===== config.mk =====
export PLATFORM = sky130hd
export DESIGN_NAME = gde_ctrl
export DESIGN_NICKNAME = d
export VERILOG_FILES = /design/src/design/gde_pkg.sv /design/src/design/gde_ctrl.sv
export SDC_FILE = /design/constraint.sdc
export NUM_CORES = 1
export LEC_CHECK = 0
export BUFFER_PORTS_ARGS = -buffer_cell sky130_fd_sc_hd__buf_4
export CAP_MARGIN = 20
export CORE_AREA = 8 8 56 58
export CTS_CLUSTER_SIZE = 12
export DETAILED_ROUTE_END_ITERATION = 6
export DIE_AREA = 0 0 64 66
export PLACE_DENSITY = 0.81
export SETUP_SLACK_MARGIN = 0.3
export SYNTH_ARGS = -nofsm -noshare
export SYNTH_HDL_FRONTEND = slang
export SYNTH_SLANG_ARGS = --single-unit

===== constraint.sdc =====
create_clock -name clk -period 3.22 [get_ports clk]
set_clock_uncertainty 0.05 [all_clocks]
set_input_delay 0.966 -clock clk [delete_from_list [all_inputs] [get_ports clk]]
set_output_delay 0.966 -clock clk [all_outputs]
set_load 0.05 [all_outputs]

===== src/design/gde_pkg.sv =====
`default_nettype none

package gde_pkg;

    // table sizes
    localparam int MAX_FEATURES  = 1024;
    localparam int MAX_PARENTS   = 256;
    localparam int MAX_NEIGHBORS = 32;

    // widths that follow from the table sizes and field formats
    localparam int FEAT_W     = $clog2(MAX_FEATURES);
    localparam int PAR_W      = $clog2(MAX_PARENTS);
    localparam int SLOT_W     = $clog2(MAX_NEIGHBORS);
    localparam int LIST_W     = FEAT_W + 1;
    localparam int NCNT_W     = SLOT_W + 1;
    localparam int FCNT_W     = FEAT_W + 1;
    localparam int PCNT_W     = PAR_W + 1;
    localparam int VOL_W      = 32;
    localparam int SUM_W      = 42;
    localparam int FRAC_W     = 16;
    localparam int DIVD_W     = VOL_W + FRAC_W;
    localparam int DENS_W     = 32;
    localparam int IDX_W      = 10;
    localparam int NBI_W      = 10;
    localparam int OWNER_W    = 8;
    localparam int CFG_DATA_W = 11;
    localparam int IN_DATA_W  = 64;
    localparam int OUT_DATA_W = 48;

    // operation codes
    typedef enum logic [2:0] {
        OP_LOAD_FEAT  = 3'd0,
        OP_LOAD_PAR   = 3'd1,
        OP_LOAD_NB    = 3'd2,
        OP_COMPUTE    = 3'd3,
        OP_READ_DENS  = 3'd4,
        OP_READ_CLAIM = 3'd5
    } op_t;

    // reply kinds
    typedef enum logic [1:0] {
        REPLY_DONE    = 2'd0,
        REPLY_DENSITY = 2'd1,
        REPLY_CLAIM   = 2'd2
    } reply_t;

    // configuration register indexes
    typedef enum logic [1:0] {
        CFG_FAR   = 2'd0,
        CFG_TRACK = 2'd1,
        CFG_FCNT  = 2'd2,
        CFG_PCNT  = 2'd3
    } cfg_idx_t;

    // controller states
    typedef enum logic [4:0] {
        ST_INIT_CLR,
        ST_IDLE,
        ST_DECODE,
        ST_NB_LOAD,
        ST_RD_DENS,
        ST_RD_CLAIM,
        ST_CLR_CLAIM,
        ST_P_CHK,
        ST_P_LOAD,
        ST_F_CHK,
        ST_F_TEST,
        ST_OWN_RD,
        ST_OWN_EX,
        ST_L_RD,
        ST_L_LATCH,
        ST_NB_CHK,
        ST_NB_LATCH,
        ST_NB_RD,
        ST_NB_EX,
        ST_FINISH,
        ST_DIV
    } state_t;

    // commands from the controller to the datapath
    typedef struct packed {
        logic cap;
        logic clr_all;
        logic clr_claim;
        logic sweep_zero;
        logic sweep_inc;
        logic wr_feat;
        logic wr_par;
        logic rd_list_ld;
        logic wr_nb;
        logic rd_dens;
        logic rd_claim;
        logic put_dens;
        logic put_claim;
        logic put_done;
        logic sat_clr;
        logic p_first;
        logic p_inc;
        logic rd_pvol;
        logic par_begin;
        logic rd_feat_f;
        logic f_inc;
        logic own_start;
        logic count_rd;
        logic count_ex;
        logic lk_zero;
        logic lk_set1;
        logic rd_lcnt;
        logic lcnt_latch;
        logic rd_nb;
        logic nb_latch;
        logic i_inc;
        logic div_start;
        logic dens_wr_zero;
        logic dens_wr_q;
    } cmd_t;

    // status from the datapath to the controller
    typedef struct packed {
        op_t  op;
        logic out_full;
        logic sweep_end_all;
        logic sweep_end_feat;
        logic p_done;
        logic f_done;
        logic owner_match;
        logic i_done;
        logic lk;
        logic far;
        logic div_busy;
        logic sum_zero;
    } sts_t;

endpackage

`default_nettype wire


===== src/design/gde_ctrl.sv =====
`default_nettype none

module gde_ctrl (
    input  wire logic           clk,
    input  wire logic           rst_n,
    input  wire logic           s_tvalid,
    output logic                s_tready,
    input  wire gde_pkg::sts_t  sts,
    output gde_pkg::cmd_t       cmd
);

    gde_pkg::state_t state_reg, state_next;

    always_ff @(posedge clk or negedge rst_n)
    begin
        if (!rst_n)
        begin
            state_reg <= gde_pkg::ST_INIT_CLR;
        end
        else
        begin
            state_reg <= state_next;
        end
    end

    // next state and commands
    always_comb
    begin
        state_next = state_reg;
        cmd        = '0;
        s_tready   = 1'b0;
        unique case (state_reg)
            gde_pkg::ST_INIT_CLR:
            begin
                cmd.clr_all   = 1'b1;
                cmd.sweep_inc = 1'b1;
                if (sts.sweep_end_all)
                begin
                    state_next = gde_pkg::ST_IDLE;
                end
            end
            gde_pkg::ST_IDLE:
            begin
                s_tready = !sts.out_full;
                if (s_tvalid && !sts.out_full)
                begin
                    cmd.cap        = 1'b1;
                    cmd.sweep_zero = 1'b1;
                    state_next     = gde_pkg::ST_DECODE;
                end
            end
            gde_pkg::ST_DECODE:
            begin
                state_next = gde_pkg::ST_IDLE;
                unique case (sts.op)
                    gde_pkg::OP_LOAD_FEAT: cmd.wr_feat = 1'b1;
                    gde_pkg::OP_LOAD_PAR:  cmd.wr_par  = 1'b1;
                    gde_pkg::OP_LOAD_NB:
                    begin
                        cmd.rd_list_ld = 1'b1;
                        state_next     = gde_pkg::ST_NB_LOAD;
                    end
                    gde_pkg::OP_COMPUTE:
                    begin
                        cmd.sat_clr = 1'b1;
                        state_next  = gde_pkg::ST_CLR_CLAIM;
                    end
                    gde_pkg::OP_READ_DENS:
                    begin
                        cmd.rd_dens = 1'b1;
                        state_next  = gde_pkg::ST_RD_DENS;
                    end
                    gde_pkg::OP_READ_CLAIM:
                    begin
                        cmd.rd_claim = 1'b1;
                        state_next   = gde_pkg::ST_RD_CLAIM;
                    end
                    default: state_next = gde_pkg::ST_IDLE;
                endcase
            end
            gde_pkg::ST_NB_LOAD:
            begin
                cmd.wr_nb  = 1'b1;
                state_next = gde_pkg::ST_IDLE;
            end
            gde_pkg::ST_RD_DENS:
            begin
                cmd.put_dens = 1'b1;
                state_next   = gde_pkg::ST_IDLE;
            end
            gde_pkg::ST_RD_CLAIM:
            begin
                cmd.put_claim = 1'b1;
                state_next    = gde_pkg::ST_IDLE;
            end
            gde_pkg::ST_CLR_CLAIM:
            begin
                cmd.clr_claim = 1'b1;
                cmd.sweep_inc = 1'b1;
                if (sts.sweep_end_feat)
                begin
                    cmd.p_first = 1'b1;
                    state_next  = gde_pkg::ST_P_CHK;
                end
            end
            gde_pkg::ST_P_CHK:
            begin
                if (sts.p_done)
                begin
                    cmd.put_done = 1'b1;
                    state_next   = gde_pkg::ST_IDLE;
                end
                else
                begin
                    cmd.rd_pvol = 1'b1;
                    state_next  = gde_pkg::ST_P_LOAD;
                end
            end
            gde_pkg::ST_P_LOAD:
            begin
                cmd.par_begin = 1'b1;
                state_next    = gde_pkg::ST_F_CHK;
            end
            gde_pkg::ST_F_CHK:
            begin
                if (sts.f_done)
                begin
                    state_next = gde_pkg::ST_FINISH;
                end
                else
                begin
                    cmd.rd_feat_f = 1'b1;
                    state_next    = gde_pkg::ST_F_TEST;
                end
            end
            gde_pkg::ST_F_TEST:
            begin
                if (sts.owner_match)
                begin
                    cmd.own_start = 1'b1;
                    state_next    = gde_pkg::ST_OWN_RD;
                end
                else
                begin
                    cmd.f_inc  = 1'b1;
                    state_next = gde_pkg::ST_F_CHK;
                end
            end
            gde_pkg::ST_OWN_RD:
            begin
                cmd.count_rd = 1'b1;
                state_next   = gde_pkg::ST_OWN_EX;
            end
            gde_pkg::ST_OWN_EX:
            begin
                cmd.count_ex = 1'b1;
                cmd.lk_zero  = 1'b1;
                state_next   = gde_pkg::ST_L_RD;
            end
            gde_pkg::ST_L_RD:
            begin
                cmd.rd_lcnt = 1'b1;
                state_next  = gde_pkg::ST_L_LATCH;
            end
            gde_pkg::ST_L_LATCH:
            begin
                cmd.lcnt_latch = 1'b1;
                state_next     = gde_pkg::ST_NB_CHK;
            end
            gde_pkg::ST_NB_CHK:
            begin
                if (!sts.i_done)
                begin
                    cmd.rd_nb  = 1'b1;
                    state_next = gde_pkg::ST_NB_LATCH;
                end
                else if (!sts.lk && sts.far)
                begin
                    cmd.lk_set1 = 1'b1;
                    state_next  = gde_pkg::ST_L_RD;
                end
                else
                begin
                    cmd.f_inc  = 1'b1;
                    state_next = gde_pkg::ST_F_CHK;
                end
            end
            gde_pkg::ST_NB_LATCH:
            begin
                cmd.nb_latch = 1'b1;
                state_next   = gde_pkg::ST_NB_RD;
            end
            gde_pkg::ST_NB_RD:
            begin
                cmd.count_rd = 1'b1;
                state_next   = gde_pkg::ST_NB_EX;
            end
            gde_pkg::ST_NB_EX:
            begin
                cmd.count_ex = 1'b1;
                cmd.i_inc    = 1'b1;
                state_next   = gde_pkg::ST_NB_CHK;
            end
            gde_pkg::ST_FINISH:
            begin
                if (sts.sum_zero)
                begin
                    cmd.dens_wr_zero = 1'b1;
                    cmd.p_inc        = 1'b1;
                    state_next       = gde_pkg::ST_P_CHK;
                end
                else
                begin
                    cmd.div_start = 1'b1;
                    state_next    = gde_pkg::ST_DIV;
                end
            end
            gde_pkg::ST_DIV:
            begin
                if (!sts.div_busy)
                begin
                    cmd.dens_wr_q = 1'b1;
                    cmd.p_inc     = 1'b1;
                    state_next    = gde_pkg::ST_P_CHK;
                end
            end
            default: state_next = gde_pkg::ST_IDLE;
        endcase
    end

endmodule

`default_nettype wire


Word-level counts from Yosys, hierarchy flattened
Index checks and enable logic that the tools add are counted.
{"block": "op_classes", "eq_ne": 29, "n_reduce_logical": 11, "n_mux": 63}
{"op": "case mux 5 bit (17 select lines)", "n": 1}
{"op": "two-way mux 1 bit", "n": 46}
{"op": "== test 5 x 4 -> 1 bit, second input constant", "n": 8}
{"op": "two-way mux 5 bit", "n": 7}
{"op": "== test 5 bit, second input constant", "n": 5}
{"op": "== test 5 x 3 -> 1 bit, second input constant", "n": 4}
{"op": "case mux 3 bit (4 select lines)", "n": 1}
{"op": "== test 5 x 2 -> 1 bit, second input constant", "n": 2}
{"op": "!= test 2 bit, second input constant", "n": 4}
{"op": "OR reduction 2 bit", "n": 4}
{"op": "== test 3 x 2 -> 1 bit, second input constant", "n": 2}
{"op": "== test 3 bit, second input constant", "n": 2}
{"op": "two-way mux 2 bit", "n": 3}
{"op": "two-way mux 3 bit", "n": 2}
{"op": "== test 5 x 1 -> 1 bit, second input constant", "n": 1}
{"op": "logical NOT 5 bit", "n": 1}
{"op": "two-way mux 4 bit", "n": 1}
{"op": "case mux 1 bit (2 select lines)", "n": 2}
{"op": "AND reduction 4 bit", "n": 1}
{"op": "== test 3 x 1 -> 1 bit, second input constant", "n": 1}
{"op": "logical NOT 3 bit", "n": 1}
{"op": "logical AND 1 bit", "n": 2}
{"op": "logical NOT 1 bit", "n": 2}
{"block": "totals", "inputBits": 17, "output_inout_bits": 35, "elab_cells": 104, "reg_bits": 5}

Longest topological paths before layout
{"block": "depth", "depth_word": 5, "depth_mapped": 7, "mapped_depth_nobuf": 7}

Least setup slack after synthesis
Ideal clock, no wire load.
{"block": "synth_timing", "kind": "register -> output", "startpoint": "register state_reg[4]", "endpoint": "output cmd[24] (netlist bit)", "path_slack_ns": -0.438, "stages_incl_launch_ff": 5, "t_arrival_ns": 2.642, "t_required_ns": 2.204, "path_buffers": 1, "cell_sequence": "dfrtp_1 -> or3_1 -> buf_6 -> or2_4 -> nor4_1"}
{"element": "from (decl)", "line_no": "gde_ctrl.sv:12", "text": "gde_pkg::state_t state_reg, state_next;"}
{"element": "from (signal assigned)", "line_no": "gde_ctrl.sv:18", "text": "state_reg <= gde_pkg::ST_INIT_CLR;"}
{"element": "from (signal assigned)", "line_no": "gde_ctrl.sv:22", "text": "state_reg <= state_next;"}
{"element": "to (decl)", "line_no": "gde_ctrl.sv:9", "text": "output gde_pkg::cmd_t cmd"}

==> results.toml <==
[detailed_routing]
met3_length_um = 352
dr.max_layer_used = "met4"
routed_via_density = 5.636
wl_met1_mm = 1.264
wl_mm = 3.387
met2WireLength_mm = 1.726
drc = 0
avgRoutedWirePerCell_um = 15.83
drtIter0Drc = 48
drtPass1Iterations = 4
vias = 1206
ant_nets = 0

[worst_setup_path]
worstPathRequired_ns = 2.20
critPathKind = "in -> out"
r2r_setup_slack_ns = 1.21
r2r-start = "state_reg[1]"
crit_fanout = 4
reg2reg_depth = 4
reg2reg_to = "state_reg[1]"
critical_path.startpoint_type = "input port"
cp-end-kind = "output pin"
arrival_ns = 1.90

[grt]
grt_pass1_vias = 1192
grt_max_degree = 20
antenna_found_initial = 0
grt_pass1_wl_mm = 5.244
grt_overflow = 0
grt_use_total_pct = 15.04

[clock_network]
cts_tree = "done"
numClockSinks = 5
cts.clk_slew.worst_paths_ns = 0.04
numCtsBuffers = 3
cts_root_buf = "clkbuf_4"
cts.path.max_buffers = 2
clock_latency_ns = 0.25
h-tree-depth = 1
hold_buffers = 0

[floorplan]
core_area_um2 = 2320
die_w_um = 64
io_pins = 52
die_area_um2 = 4224
die_h_um = 66
initial_utilization_pct = 38.30
rows = 18

[yosys]
synth_fp_nets = 154
synth_edf_count = 0
ys_seq_area_share_pct = 14.08
synthDistinctLibCells = 51
avgSynthCellArea_um2 = 6.580
async_flop_share_pct = 100.0
yosys_warnings = 0
ys_ff_latch = 5
synth_ff_type = "dfrtp_1"
syn_inst = 135
netlist_area_um2 = 888.4

[finish]
diodes = 0
fillCellCount = 217
layout-drive-gt1-share_pct = 48.91
most-common-layout-cells = "buf_4, nor2_1, nand2_1"
multi_input_area_um2 = 779.5
final_common_cell = "buf_4"
area.growth.synth_to_final_pct = 60.99
nets = 204
largest_register_ffs = 5
seqCellArea_um2 = 128.9

[placement]
port_buffers = 51
gp_congestion = 0.9241
dp_hpwl_mm = 2.674

[timing]
rsz0062_at_grt = "yes"
worst_pin_slew_ns = 0.5008
hold_slack_ns = 0.4547
slew_violations = 0
fmax_mhz = 343.5
period_needed_ns = 2.911
setup_viol = 0
fin_crit_sh_pct = 90.41
tns_ns = 0
relSlewSlack_pct = 65.75
hold_viol_final = 0

[power]
power.density_nw_per_um2 = 778.5
sequentialPowerShare_pct = 13.1
p_sw_uw = 667.0
pwr-share-clk_pct = 6.8
p_sw_share_pct = 59.91
internal_power_uw = 446.3
share_comb_of_total_power_pct = 80.1
vdd_ir_drop_max_mv = 0.6409
leakage_nw = 0.6404

[run]
cap_violations = 0

[status]
status = "finished, final reports clean"

[min_path]
hp-class = "in -> async"
==> cells in the mapped netlist (3+ instances only) <==
master / count / share of area [%]
o21ai_0: 6 / 3.4
nand2b_1: 5 / 3.5
nand3_1: 6 / 3.4
nor3_1: 11 / 6.2
o22ai_1: 3 / 2.1
buf_2: 6 / 3.4
nand2_1: 11 / 4.6
a21oi_1: 4 / 2.3
dfrtp_1: 5 / 14
inv_1: 6 / 2.5
nor2_1: 21 / 8.9
==> power groups by stage <==
stage	Sequential (mW)	Combinational [mW]	Clock (mW)
global route	0.151	0.953	0.0788
CTS	0.143	0.867	0.0757
global placement	0.136	0.840	0
detailed placement	0.138	0.856	0
floorplan	0.108	0.702	0
finish	0.146	0.891	0.0762
==> final cells by class <==
cell class	instances	area share, %
clock buffer	4	1.837
inverter	7	1.837
multi-input combinational	112	54.51
sequential	5	9.011
tap	30	2.625
timing repair buffer	56	30.18
==> how the worst max path moves through the flow <==
stage | startpoint | end | depth (start not counted)
final | sts[4] | cmd[8] | 5
after global routing | sts[4] | cmd[8] | 5
after CTS | sts[4] | cmd[8] | 5
after detailed placement | sts[4] | cmd[8] | 5
after global placement | sts[4] | cmd[8] | 5
after floorplan | state_reg[4] | cmd[24] | 4
==> stage by stage <==
step	cells	power (mW)	area, µm²	utilization (%)	setup WS, ns
3_5_place_dp	209	0.9939	1359	58.58	0.2553
4_1_cts	213	1.086	1403	60.46	0.3052
5_1_grt	214	1.183	1430	61.65	0.2777
2_1_floorplan	135	0.8098	975.9	-	0.1422
6_report	214	1.113	1430	61.65	0.3090
3_3_place_gp	209	0.9753	1359	58.58	0.2973
==> worst max-delay path, cell delays in order <==
cell	delay [ns]
buf_4	0.11
inv_1	0.04
or3_4	0.35
nor3b_4	0.24
buf_6	0.19
==> repair_timing <==
item,CTS,global route
gates resized for setup,6,5
pin swaps,2,0
endpoints found under the setup margin,6,4
buffers inserted,0,1
==> layer usage <==
| metal | vias up | global-route usage, % |
|---|---|---|
| met3 | 6 | 5.424 |
| met1 | 560 | 15.98 |
| met2 | 66 | 26.60 |
| li1 | 574 | - |
| met4 | 0 | 5.850 |
| met5 | - | 0 |
==> cell families (layout without fill, tap and decap cells) <==
| kind of cell | count (synthesis) | count (layout) | share of synthesized area, % |
|---|---|---|---|
| buffers and inverters | 18 | 67 | 10.56 |
| flip-flops | 5 | 5 | 14.08 |
| AND/OR/NAND/NOR | 81 | 81 | 50.00 |
| AO/OA/AOI/OAI | 28 | 28 | 21.41 |
| multiplexers | 1 | 1 | 1.127 |
| adder cells (fa/ha/maj) | 2 | 2 | 2.816 |
No activity file was read; power rests on OpenSTA's default activity.
